[src/rtl/core/slex_pkg.sv]
// slex_pkg: shared types, token kind codes and character-class helpers for the
// script lexer. Depends on nothing; imported by rtl/core/script_lexer.sv.
package slex_pkg;

    // Input beat: one source byte and its end-of-source flag.
    typedef struct packed {
        logic [7:0] ch;
        logic       end_of_source;
    } t_lex_in;

    // Output beat: one token.
    typedef struct packed {
        logic [4:0]  token_kind;
        logic [15:0] start_pos;
        logic [7:0]  length;
        logic [31:0] number_value;
        logic        too_long;
        logic        last_of_run;
    } t_lex_out;

    typedef enum logic [2:0] {
        MODE_DEFAULT = 3'd0,
        MODE_OP      = 3'd1,
        MODE_NUM     = 3'd2,
        MODE_ID      = 3'd3,
        MODE_STR     = 3'd4
    } t_lex_mode;

    localparam logic [4:0] TK_PLUS     = 5'd0;
    localparam logic [4:0] TK_MINUS    = 5'd1;
    localparam logic [4:0] TK_STAR     = 5'd2;
    localparam logic [4:0] TK_SLASH    = 5'd3;
    localparam logic [4:0] TK_PERCENT  = 5'd4;
    localparam logic [4:0] TK_LT       = 5'd5;
    localparam logic [4:0] TK_LE       = 5'd6;
    localparam logic [4:0] TK_GT       = 5'd7;
    localparam logic [4:0] TK_GE       = 5'd8;
    localparam logic [4:0] TK_ASSIGN   = 5'd9;
    localparam logic [4:0] TK_EQ       = 5'd10;
    localparam logic [4:0] TK_NOT      = 5'd11;
    localparam logic [4:0] TK_NE       = 5'd12;
    localparam logic [4:0] TK_OR       = 5'd13;
    localparam logic [4:0] TK_AND      = 5'd14;
    localparam logic [4:0] TK_LPAREN   = 5'd15;
    localparam logic [4:0] TK_RPAREN   = 5'd16;
    localparam logic [4:0] TK_LBRACKET = 5'd17;
    localparam logic [4:0] TK_RBRACKET = 5'd18;
    localparam logic [4:0] TK_COMMA    = 5'd19;
    localparam logic [4:0] TK_STRING   = 5'd20;
    localparam logic [4:0] TK_NUMBER   = 5'd21;
    localparam logic [4:0] TK_IDENT    = 5'd22;
    localparam logic [4:0] TK_SCRIPT   = 5'd23;
    localparam logic [4:0] TK_END      = 5'd24;
    localparam logic [4:0] TK_WHILE    = 5'd25;
    localparam logic [4:0] TK_IF       = 5'd26;
    localparam logic [4:0] TK_ELSE     = 5'd27;
    localparam logic [4:0] TK_DEF      = 5'd28;
    localparam logic [4:0] TK_MAX      = TK_DEF;

    localparam int PREFIX_DEPTH = 6;

    // Result queue between the lex stage and the output port.
    localparam int QUEUE_DEPTH = 4;
    localparam int QUEUE_AW    = 2;

    typedef logic [0:PREFIX_DEPTH-1][7:0] t_prefix;

    function automatic logic is_op(input logic [7:0] c);
        return c == "+" || c == "-" || c == "*" || c == "/" || c == "%" ||
               c == "<" || c == ">" || c == "=" || c == "!" || c == "|" ||
               c == "&";
    endfunction

    function automatic logic is_digit(input logic [7:0] c);
        return c >= "0" && c <= "9";
    endfunction

    function automatic logic is_alpha(input logic [7:0] c);
        return (c >= "a" && c <= "z") || (c >= "A" && c <= "Z");
    endfunction

    function automatic logic is_punct(input logic [7:0] c);
        return c == "(" || c == ")" || c == "[" || c == "]" || c == ",";
    endfunction

    function automatic logic [4:0] punct_kind(input logic [7:0] c);
        logic [4:0] k;
        case (c)
            "(":     k = TK_LPAREN;
            ")":     k = TK_RPAREN;
            "[":     k = TK_LBRACKET;
            "]":     k = TK_RBRACKET;
            default: k = TK_COMMA;
        endcase
        return k;
    endfunction

    // Bytes whose kind a trailing '=' refines.
    function automatic logic refines(input logic [7:0] c);
        return c == "<" || c == ">" || c == "=" || c == "!";
    endfunction

    function automatic logic [4:0] op_kind(input logic [7:0] first, input logic refined);
        logic [4:0] k;
        case (first)
            "+":     k = TK_PLUS;
            "-":     k = TK_MINUS;
            "*":     k = TK_STAR;
            "/":     k = TK_SLASH;
            "%":     k = TK_PERCENT;
            "<":     k = refined ? TK_LE : TK_LT;
            ">":     k = refined ? TK_GE : TK_GT;
            "=":     k = refined ? TK_EQ : TK_ASSIGN;
            "!":     k = refined ? TK_NE : TK_NOT;
            "|":     k = TK_OR;
            default: k = TK_AND;
        endcase
        return k;
    endfunction

    // len_code is the word length when below 8, else 7 (matches no word).
    function automatic logic [4:0] word_kind(input t_prefix p, input logic [2:0] len_code);
        logic [4:0] k;
        k = TK_IDENT;
        if (len_code == 3'd6 && p[0:5] == "script") begin
            k = TK_SCRIPT;
        end else if (len_code == 3'd3 && p[0:2] == "end") begin
            k = TK_END;
        end else if (len_code == 3'd5 && p[0:4] == "while") begin
            k = TK_WHILE;
        end else if (len_code == 3'd2 && p[0:1] == "if") begin
            k = TK_IF;
        end else if (len_code == 3'd4 && p[0:3] == "else") begin
            k = TK_ELSE;
        end else if (len_code == 3'd3 && p[0:2] == "def") begin
            k = TK_DEF;
        end
        return k;
    endfunction

endpackage

[src/rtl/core/script_lexer.sv]
// script_lexer: byte-stream lexer for a small scripting language.
// Depends on rtl/core/slex_pkg.sv (beat types, token kinds, character classes).

// The lexer takes one source byte per input beat and delivers tokens on the
// output channel, one token per beat. A byte passes through an input register,
// then through classification against the current lexing mode,
// which updates the mode state and pushes zero, one or two tokens into a
// four-entry result queue that drives the output port. A byte that ends a
// pending number, identifier or operator is classified again in the default
// mode in the same cycle, so one byte can yield two tokens; the last token
// caused by a byte carries last_of_run. The input side takes one byte every
// cycle as long as the queue has room for two more tokens after this cycle's
// pop, so the sustained rate is one byte per cycle while the consumer keeps
// up, bounded by one token per cycle on the output port. A byte's tokens are
// written into the queue from the input register, and the port shows the
// queue's head entry. end_of_source on a byte flushes any pending token after
// it and restarts the position count at zero; an unterminated string is
// dropped at that point. Token text is described by start position and
// length; the length saturates at MAX_TEXT_LEN (and at 255), with too_long
// set when the text ran over.
module script_lexer #(
    parameter int MAX_TEXT_LEN = 255,
    parameter int POS_BITS     = 16
) (
    input  logic               i_clk,
    input  logic               i_rst_n,
    input  logic               i_in_valid,
    output logic               o_in_stall,
    input  slex_pkg::t_lex_in  i_in_data,
    output logic               o_out_valid,
    input  logic               i_out_stall,
    output slex_pkg::t_lex_out o_out_data
);
    import slex_pkg::*;

    // Text counter holds up to MAX_TEXT_LEN+1 so that overrun is visible.
    localparam int LEN_W = $clog2(MAX_TEXT_LEN + 2);
    localparam int CNT_W = QUEUE_AW + 1;

    // ---------------------------------------------------------------
    // Input register
    // ---------------------------------------------------------------
    logic    r_in_valid;
    t_lex_in r_in;
    logic    w_room;
    logic    w_fire;

    assign o_in_stall = r_in_valid && !w_room;
    assign w_fire     = r_in_valid && w_room;

    always_ff @(posedge i_clk) begin
        if (!i_rst_n) begin
            r_in_valid <= 1'b0;
        end else if (!o_in_stall) begin
            r_in_valid <= i_in_valid;
        end
    end

    always_ff @(posedge i_clk) begin
        if (i_in_valid && !o_in_stall) begin
            r_in <= i_in_data;
        end
    end

    // ---------------------------------------------------------------
    // Lexer state
    // ---------------------------------------------------------------
    t_lex_mode           r_mode,          n_mode;
    logic [7:0]          r_first_op,      n_first_op;
    logic                r_op_has_second, n_op_has_second;
    logic                r_op_refined,    n_op_refined;
    logic [LEN_W-1:0]    r_text_length,   n_text_length;
    t_prefix             r_word_prefix,   n_word_prefix;
    logic [31:0]         r_number_accum,  n_number_accum;
    logic [POS_BITS-1:0] r_token_start,   n_token_start;
    logic [POS_BITS-1:0] r_byte_position, n_byte_position;

    // ---------------------------------------------------------------
    // Byte classification
    // ---------------------------------------------------------------
    logic [7:0]          w_ch;
    logic                w_eos;
    logic                w_is_op;
    logic                w_digit;
    logic                w_alpha;
    logic                w_punct;
    logic                w_quote;
    logic [LEN_W-1:0]    w_len_up;
    logic [35:0]         w_acc_wide;
    logic [31:0]         w_acc_next;
    logic [POS_BITS-1:0] w_pos_next;
    logic                w_pass1_emit;
    logic                w_run_default;
    t_lex_mode           w_default_mode;
    t_lex_mode           w_mid_mode;

    assign w_ch    = r_in.ch;
    assign w_eos   = r_in.end_of_source;
    assign w_is_op = is_op(w_ch);
    assign w_digit = is_digit(w_ch);
    assign w_alpha = is_alpha(w_ch);
    assign w_punct = is_punct(w_ch);
    assign w_quote = (w_ch == "\"");

    // Count a text byte, stopping one past the limit.
    assign w_len_up = (r_text_length <= LEN_W'(MAX_TEXT_LEN)) ?
                      r_text_length + LEN_W'(1) : r_text_length;

    // accum*10 + digit as shifts and adds, then saturate.
    assign w_acc_wide = ({4'b0, r_number_accum} << 3) + ({4'b0, r_number_accum} << 1) +
                        {32'b0, w_ch[3:0]};
    assign w_acc_next = (w_acc_wide[35:32] != 4'b0) ? 32'hFFFF_FFFF : w_acc_wide[31:0];

    assign w_pos_next = r_byte_position + POS_BITS'(1);

    // First pass: does the byte end the pending token?
    always_comb begin
        case (r_mode)
            MODE_OP:  w_pass1_emit = !(w_is_op && !r_op_has_second);
            MODE_NUM: w_pass1_emit = !w_digit;
            MODE_ID:  w_pass1_emit = !(w_alpha || w_digit);
            MODE_STR: w_pass1_emit = w_quote;
            default:  w_pass1_emit = 1'b0;
        endcase
    end

    // Second pass in the default mode, either directly or after a token ended
    // (a closing quote is consumed and does not go around again).
    assign w_run_default = !(r_mode == MODE_OP || r_mode == MODE_NUM ||
                             r_mode == MODE_ID || r_mode == MODE_STR) ||
                           (w_pass1_emit && r_mode != MODE_STR);

    always_comb begin
        if (w_is_op) begin
            w_default_mode = MODE_OP;
        end else if (w_digit) begin
            w_default_mode = MODE_NUM;
        end else if (w_alpha) begin
            w_default_mode = MODE_ID;
        end else if (w_quote) begin
            w_default_mode = MODE_STR;
        end else begin
            w_default_mode = MODE_DEFAULT;
        end
    end

    // Mode after both passes, before the end-of-source flush.
    always_comb begin
        if (w_run_default) begin
            w_mid_mode = w_default_mode;
        end else if (r_mode == MODE_STR && w_quote) begin
            w_mid_mode = MODE_DEFAULT;
        end else begin
            w_mid_mode = r_mode;
        end
    end

    // ---------------------------------------------------------------
    // Next state
    // ---------------------------------------------------------------
    always_comb begin
        n_first_op      = r_first_op;
        n_op_has_second = r_op_has_second;
        n_op_refined    = r_op_refined;
        n_text_length   = r_text_length;
        n_word_prefix   = r_word_prefix;
        n_number_accum  = r_number_accum;
        n_token_start   = r_token_start;

        case (r_mode)
            MODE_OP: begin
                if (w_is_op && !r_op_has_second) begin
                    n_op_has_second = 1'b1;
                    n_op_refined    = (w_ch == "=") && refines(r_first_op);
                end
            end
            MODE_NUM: begin
                if (w_digit) begin
                    n_number_accum = w_acc_next;
                    n_text_length  = w_len_up;
                end
            end
            MODE_ID: begin
                if (w_alpha || w_digit) begin
                    if (r_text_length < LEN_W'(PREFIX_DEPTH)) begin
                        n_word_prefix[r_text_length[2:0]] = w_ch;
                    end
                    n_text_length = w_len_up;
                end
            end
            MODE_STR: begin
                if (!w_quote) begin
                    n_text_length = w_len_up;
                end
            end
            default: ;
        endcase

        if (w_run_default) begin
            if (w_is_op) begin
                n_first_op      = w_ch;
                n_op_has_second = 1'b0;
                n_op_refined    = 1'b0;
                n_token_start   = r_byte_position;
            end else if (w_digit) begin
                n_number_accum = {28'b0, w_ch[3:0]};
                n_text_length  = LEN_W'(1);
                n_token_start  = r_byte_position;
            end else if (w_alpha) begin
                n_word_prefix[0] = w_ch;
                n_text_length    = LEN_W'(1);
                n_token_start    = r_byte_position;
            end else if (w_quote) begin
                n_text_length = '0;
                n_token_start = w_pos_next;
            end
        end

        n_mode          = w_eos ? MODE_DEFAULT : w_mid_mode;
        n_byte_position = w_eos ? '0 : w_pos_next;
    end

    always_ff @(posedge i_clk) begin
        if (!i_rst_n) begin
            r_mode          <= MODE_DEFAULT;
            r_first_op      <= '0;
            r_op_has_second <= 1'b0;
            r_op_refined    <= 1'b0;
            r_text_length   <= '0;
            r_number_accum  <= '0;
            r_token_start   <= '0;
            r_byte_position <= '0;
        end else if (w_fire) begin
            r_mode          <= n_mode;
            r_first_op      <= n_first_op;
            r_op_has_second <= n_op_has_second;
            r_op_refined    <= n_op_refined;
            r_text_length   <= n_text_length;
            r_number_accum  <= n_number_accum;
            r_token_start   <= n_token_start;
            r_byte_position <= n_byte_position;
        end
    end

    // Prefix bytes are only read below the text length; no reset needed.
    always_ff @(posedge i_clk) begin
        if (w_fire) begin
            r_word_prefix <= n_word_prefix;
        end
    end

    // ---------------------------------------------------------------
    // Token outputs
    // ---------------------------------------------------------------
    function automatic logic [15:0] pos16(input logic [POS_BITS-1:0] p);
        logic [POS_BITS+15:0] wide;
        wide = {16'b0, p};
        return wide[15:0];
    endfunction

    function automatic logic [7:0] text_len8(input logic [LEN_W-1:0] len);
        logic [LEN_W-1:0] capped;
        logic [LEN_W+7:0] wide;
        capped = (len > LEN_W'(MAX_TEXT_LEN)) ? LEN_W'(MAX_TEXT_LEN) : len;
        wide   = {8'b0, capped};
        return (wide > (LEN_W + 8)'(255)) ? 8'hFF : wide[7:0];
    endfunction

    function automatic logic [2:0] len_code(input logic [LEN_W-1:0] len);
        return (len < LEN_W'(7)) ? len[2:0] : 3'd7;
    endfunction

    t_lex_out w_tok_end;     // token ended by this byte
    t_lex_out w_tok_tail;    // punctuation or end-of-source flush
    logic     w_end_valid;
    logic     w_tail_valid;
    t_lex_out w_slot0;
    t_lex_out w_slot1;
    logic [1:0] w_push_cnt;

    always_comb begin
        w_end_valid             = w_pass1_emit;
        w_tok_end               = '0;
        w_tok_end.start_pos     = pos16(r_token_start);
        w_tok_end.length        = text_len8(r_text_length);
        w_tok_end.too_long      = r_text_length > LEN_W'(MAX_TEXT_LEN);
        case (r_mode)
            MODE_OP: begin
                w_tok_end.token_kind = op_kind(r_first_op, r_op_refined);
                w_tok_end.length     = r_op_has_second ? 8'd2 : 8'd1;
                w_tok_end.too_long   = 1'b0;
            end
            MODE_NUM: begin
                w_tok_end.token_kind   = TK_NUMBER;
                w_tok_end.number_value = r_number_accum;
            end
            MODE_ID: begin
                w_tok_end.token_kind = word_kind(r_word_prefix, len_code(r_text_length));
            end
            default: begin
                w_tok_end.token_kind = TK_STRING;
            end
        endcase

        // Flush uses the state as left by both passes.
        w_tok_tail           = '0;
        w_tok_tail.start_pos = pos16(n_token_start);
        w_tok_tail.length    = text_len8(n_text_length);
        w_tok_tail.too_long  = n_text_length > LEN_W'(MAX_TEXT_LEN);
        w_tail_valid         = 1'b0;
        if (w_run_default && w_punct) begin
            w_tail_valid          = 1'b1;
            w_tok_tail.token_kind = punct_kind(w_ch);
            w_tok_tail.start_pos  = pos16(r_byte_position);
            w_tok_tail.length     = 8'd1;
            w_tok_tail.too_long   = 1'b0;
        end else if (w_eos) begin
            case (w_mid_mode)
                MODE_OP: begin
                    w_tail_valid          = 1'b1;
                    w_tok_tail.token_kind = op_kind(n_first_op, n_op_refined);
                    w_tok_tail.length     = n_op_has_second ? 8'd2 : 8'd1;
                    w_tok_tail.too_long   = 1'b0;
                end
                MODE_NUM: begin
                    w_tail_valid            = 1'b1;
                    w_tok_tail.token_kind   = TK_NUMBER;
                    w_tok_tail.number_value = n_number_accum;
                end
                MODE_ID: begin
                    w_tail_valid          = 1'b1;
                    w_tok_tail.token_kind = word_kind(n_word_prefix,
                                                      len_code(n_text_length));
                end
                default: ;  // drop an open string
            endcase
        end

        // Order: ended token first, then the tail token.
        w_slot0 = w_end_valid ? w_tok_end : w_tok_tail;
        w_slot1 = w_tok_tail;
        w_slot0.last_of_run = !(w_end_valid && w_tail_valid);
        w_slot1.last_of_run = 1'b1;
        w_push_cnt = {1'b0, w_end_valid} + {1'b0, w_tail_valid};
    end

    // ---------------------------------------------------------------
    // Result queue
    // ---------------------------------------------------------------
    t_lex_out            r_q [QUEUE_DEPTH];
    logic [QUEUE_AW-1:0] r_head;
    logic [QUEUE_AW-1:0] r_tail;
    logic [CNT_W-1:0]    r_count;
    logic                w_pop;
    logic [CNT_W-1:0]    w_count_after_pop;
    logic [1:0]          w_push;

    assign o_out_valid       = (r_count != '0);
    assign o_out_data        = r_q[r_head];
    assign w_pop             = o_out_valid && !i_out_stall;
    assign w_count_after_pop = r_count - CNT_W'(w_pop);
    // Leave room for two tokens from the byte in the lex stage.
    assign w_room            = w_count_after_pop <= CNT_W'(QUEUE_DEPTH - 2);
    assign w_push            = w_fire ? w_push_cnt : 2'd0;

    always_ff @(posedge i_clk) begin
        if (!i_rst_n) begin
            r_head  <= '0;
            r_tail  <= '0;
            r_count <= '0;
        end else begin
            if (w_pop) begin
                r_head <= r_head + QUEUE_AW'(1);
            end
            r_tail  <= r_tail + QUEUE_AW'(w_push);
            r_count <= w_count_after_pop + CNT_W'(w_push);
        end
    end

    always_ff @(posedge i_clk) begin
        if (w_push != 2'd0) begin
            r_q[r_tail] <= w_slot0;
        end
        if (w_push == 2'd2) begin
            r_q[r_tail + QUEUE_AW'(1)] <= w_slot1;
        end
    end

    // ---------------------------------------------------------------
    // Assertions
    // ---------------------------------------------------------------
    a_queue_bound: assert property (@(posedge i_clk) disable iff (!i_rst_n)
        r_count <= CNT_W'(QUEUE_DEPTH))
        else $error("result queue overfilled");

    a_eos_resets_mode: assert property (@(posedge i_clk) disable iff (!i_rst_n)
        (w_fire && w_eos) |=> (r_mode == MODE_DEFAULT && r_byte_position == '0))
        else $error("mode or position not restarted after end of source");

    a_kind_range: assert property (@(posedge i_clk) disable iff (!i_rst_n)
        o_out_valid |-> (o_out_data.token_kind <= TK_MAX))
        else $error("token kind out of range");

    a_pair_has_end: assert property (@(posedge i_clk) disable iff (!i_rst_n)
        (w_fire && w_push_cnt == 2'd2) |-> (r_mode != MODE_DEFAULT && r_mode != MODE_STR))
        else $error("two tokens from a byte without a pending token");

    a_stall_when_full: assert property (@(posedge i_clk) disable iff (!i_rst_n)
        (r_in_valid && r_count == CNT_W'(QUEUE_DEPTH) && i_out_stall) |-> o_in_stall)
        else $error("lex stage fired into a full queue");

endmodule

[config.mk]
export PLATFORM = sky130hd
export DESIGN_NAME = script_lexer
export DESIGN_NICKNAME = d
export VERILOG_FILES = /design/src/rtl/core/slex_pkg.sv /design/src/rtl/core/script_lexer.sv
export SDC_FILE = /design/constraint.sdc
export NUM_CORES = 1
export LEC_CHECK = 0
export BUFFER_PORTS_ARGS = -buffer_cell sky130_fd_sc_hd__buf_4
export CELL_PAD_IN_SITES_DETAIL_PLACEMENT = 2
export CELL_PAD_IN_SITES_GLOBAL_PLACEMENT = 2
export CORE_ASPECT_RATIO = 0.75
export CORE_MARGIN = 3
export CORE_UTILIZATION = 42
export DETAILED_ROUTE_END_ITERATION = 12
export GPL_TIMING_DRIVEN = 0
export HOLD_SLACK_MARGIN = 0.06
export PLACE_DENSITY_LB_ADDON = 0.12
export SETUP_SLACK_MARGIN = 0.05
export SKIP_LAST_GASP = 1
export SLEW_MARGIN = 5
export SYNTH_ARGS = -nofsm -noshare
export SYNTH_HDL_FRONTEND = slang
export SYNTH_SLANG_ARGS = --single-unit
[constraint.sdc]
create_clock -name i_clk -period 8.4 [get_ports i_clk]
set_input_delay 1.68 -clock i_clk [delete_from_list [all_inputs] [get_ports i_clk]]
set_output_delay 1.68 -clock i_clk [all_outputs]
set_load 0.005 [all_outputs]
==> out/results.ini <==
[outcome]
status = complete, no violations

[floorplanning]
die_w_um = 281
start_util_pct = 43.1
ioPinCount = 78
dieArea_mm2 = 0.0595
fp.dieH_um = 212
rows = 74
fp.coreArea_mm2 = 0.0552

[routing]
routed_via_density = 6.86
drc = 0
antenna_left = 0
drtIter0Drc = 2959
drt-total-wl_um = 107000
wl_per_cell_um = 33.2
firstDrtPassIters = 6
routed-via-count = 22220

[clock_network]
post_cts_buffers = 0
cts-buffers-inserted = 45
cts_sinks = 405
clkSlewWorstSetupHoldPaths_ns = 0.06
clk_latency_ns = 0.61
root_buffer = clkbuf_16
cts_buffer_depth = 3
cts_tree = yes
ctsHoldBuffers = 0
cts.htree.levels = 2

[logic_synthesis]
ys_async_sr_fraction_pct = 0
synth_compound_gate_area_share_pct = 20.6
syn_avg_cell_area_um2 = 10.1
yosys-top-cells-area = edfxtp_1, dfxtp_1, mux4_2
synthCells = 2349
synthSimpleGateAreaFrac_pct = 15.9
syn-cell-area_mm2 = 0.0238
synthXorXnorAreaFrac_pct = 1.40
syn-num-nets = 2435
synth-edff-count = 305
synth_top_family_by_area = compound AO/OA/AOI/OAI gates
seq_area_frac_synth_pct = 46.9
ys_types = 104
synth_top_area_share_pct = 38.5
synthMuxAreaShare_pct = 7.90
synthAdderAreaFrac_pct = 3.94
ys_warn_count = 0
synthFlopType = edfxtp_1
synth_top_cell_by_area = edfxtp_1
ys_ff_latch = 405

[global_route]
grt_max_degree = 52
grt_pass1_wl_um = 158000
overflow = 0
grt_usage_pct = 35.8
grt_pass1_vias = 22989
antenna_found_initial = 0

[worst_hold_path]
min_from = r_q[1][0]
hold_class = reg2reg

[final_layout]
fillers = 5787
drive_gt1_share_pct = 11.6
n_antenna_cell = 0
final_area_mm2 = 0.0270
syn_to_final_growth_pct = 13.4
layout.nets = 2568

[timing]
layout_setup_ws_ns = 0.345
period_share_pct = 95.9
max_freq_ghz = 0.124
slew_violations = 0
worst-slew-pin-transition_ns = 1.17
rsz0062_at_grt = no
relSlewSlack_pct = 21.9
holdWs_ns = 0.475
final-hold-violation-count = 0
finalClockSkew_ns = 0.0267
setup_violations = 0
period_minus_slack_ns = 8.06

[placed_design]
placed_cell_area_mm2 = 0.0255
gp_congestion = 0.946
place.port_buffers = 77
pre_cts_slack_ns = 0.489
dpl.hpwl_um = 80000

[setup_path]
cp_max_fo = 46
endpoint_kind = register
slowest_stage = clkbuf_1
startpoint = w_ch[3]
crit_type = reg2reg
r2r_start = w_ch[3]
worst-path-buf-inv = 8
crit_arrival_ns = 8.32
path_cells = clkbuf_1 -> or4_4 -> o221a_1 -> buf_2 -> a211oi_4 -> buf_6 -> nor2_1 -> and2_1 -> clkbuf_1 -> inv_2 -> buf_1 -> ha_1 -> and3_1 -> nor2_1 -> nor2_1 -> nand2_1 -> nand2_4 -> buf_16 -> nand2_1 -> clkbuf_1 -> o22ai_1
required_ns = 8.67
crit_family = simple AND/OR/NAND/NOR gates
max_stage_delay_ns = 0.58
critPathLaunchType = register

[power]
p_leak_nw = 8.84
p_total_mw = 6.14
peakVddDrop_uv = 164
power_density_mw_per_mm2 = 228

[job]
cap_violations = 0

[cell families (layout without fill, tap and decap cells)]
family,Yosys count,after routing
and+or+nand+nor,762,762
xor gates and xnor gates,38,38
buffers and inverters,206,376
adders and majority gates,73,73
muxes,106,106
AOI/OAI and AO/OA,759,759
DFF,405,405
[layer usage]
layer	global-route usage (%)	vias to the layer above	part of all wire, %
li1	-	9346	-
met1	52.2	11558	43
met2	54.5	1139	44
met3	7.10	177	10
met4	9.63	0	2.8
met5	0	-	0
[worst paths after layout]
check | to | slack, ns | cells past startpoint
worst max-delay path | r_q[1][11] | 0.34 | 21
worst min-delay path | r_q[1][0] | 0.47 | 1
worst max register to register | r_q[1][11] | 0.34 | 21
worst min register to register | r_q[1][0] | 0.47 | 1
[layout make-up]
type | count | area (um2) | share of cell area (%)
multi-input combinational | 1738 | 11900 | 44.0
sequential | 405 | 11200 | 41.4
clock buffer | 63 | 1230 | 4.57
tap | 722 | 903 | 3.35
timing repair buffer | 87 | 768 | 2.85
buffer | 172 | 673 | 2.50
clock inverter | 21 | 230 | 0.854
inverter | 33 | 124 | 0.459
[synthesized netlist by cell type (all sizes together), types with 18 or more instances]
master    n
a21boi   32
a21oi   126
mux2     20
nand2   280
nand3    49
o21ai   200
ha       70
o211ai   18
o22ai   175
edfxtp  305
xnor2    24
nand2b   28
nand4    18
nor3     52
and2     40
inv      32
a31oi    23
mux4     63
nor2b    39
a21o     27
nor2    128
and3     24
mux2i    23
dfxtp   100
clkbuf  156
[per-stage QoR]
stage | util (%) | setup TNS (ns) | std cells
2_1_floorplan | - | 0 | 2349
3_3_place_gp | 45.8 | -194.51 | 3148
3_5_place_dp | 46.2 | 0 | 3157
4_1_cts | 48.8 | 0 | 3241
5_1_grt | 48.9 | 0 | 3241
6_report | 48.9 | 0 | 3241
[timing repair]
item                       CTS  global route
setup endpoints to repair    0            21
resized for setup            0             4
hold endpoints to repair     0             0
[report_power, final]
part | internal, mW | total (mW) | switching, mW
Clock | 1.15 | 2.05 | 0.895
Sequential | 2.28 | 2.39 | 0.110
Combinational | 0.657 | 1.70 | 1.04
[flip-flops by register name, summed over array words and instances, names as in the netlist, named ones only]
| name | count |
|---|---|
| r_byte_position | 16 |
| r_count | 3 |
| r_first_op | 8 |
| r_head | 2 |
| r_in_valid | 1 |
| r_mode | 3 |
| r_number_accum | 32 |
| r_op_has_second | 1 |
| r_op_refined | 1 |
| r_q | 252 |
| r_tail | 2 |
| r_text_length | 9 |
| r_token_start | 16 |
| r_word_prefix | 48 |
| w_ch | 8 |
| w_eos | 1 |
[cell usage in the layout, fill, tap and decap left out, types with 15 or more instances in the layout]
master,n
edfxtp_1,305
nand2_1,276
o21ai_0,190
o22ai_1,174
clkbuf_1,164
nor2_1,127
a21oi_1,126
dfxtp_1,100
buf_4,80
ha_1,70
mux4_2,63
nor3_1,49
nand3_1,48
clkbuf_16,45
and2_1,40
nor2b_1,38
inv_1,31
a21boi_0,29
nand2b_1,28
a21o_1,26
and3_1,24
xnor2_1,24
mux2i_1,23
a31oi_1,23
mux2_2,19
nand4_1,18
o211ai_1,18
o21a_1,17
a32o_1,17
or3_1,16
nor4_1,15
No activity file was read; power rests on OpenSTA's default activity.
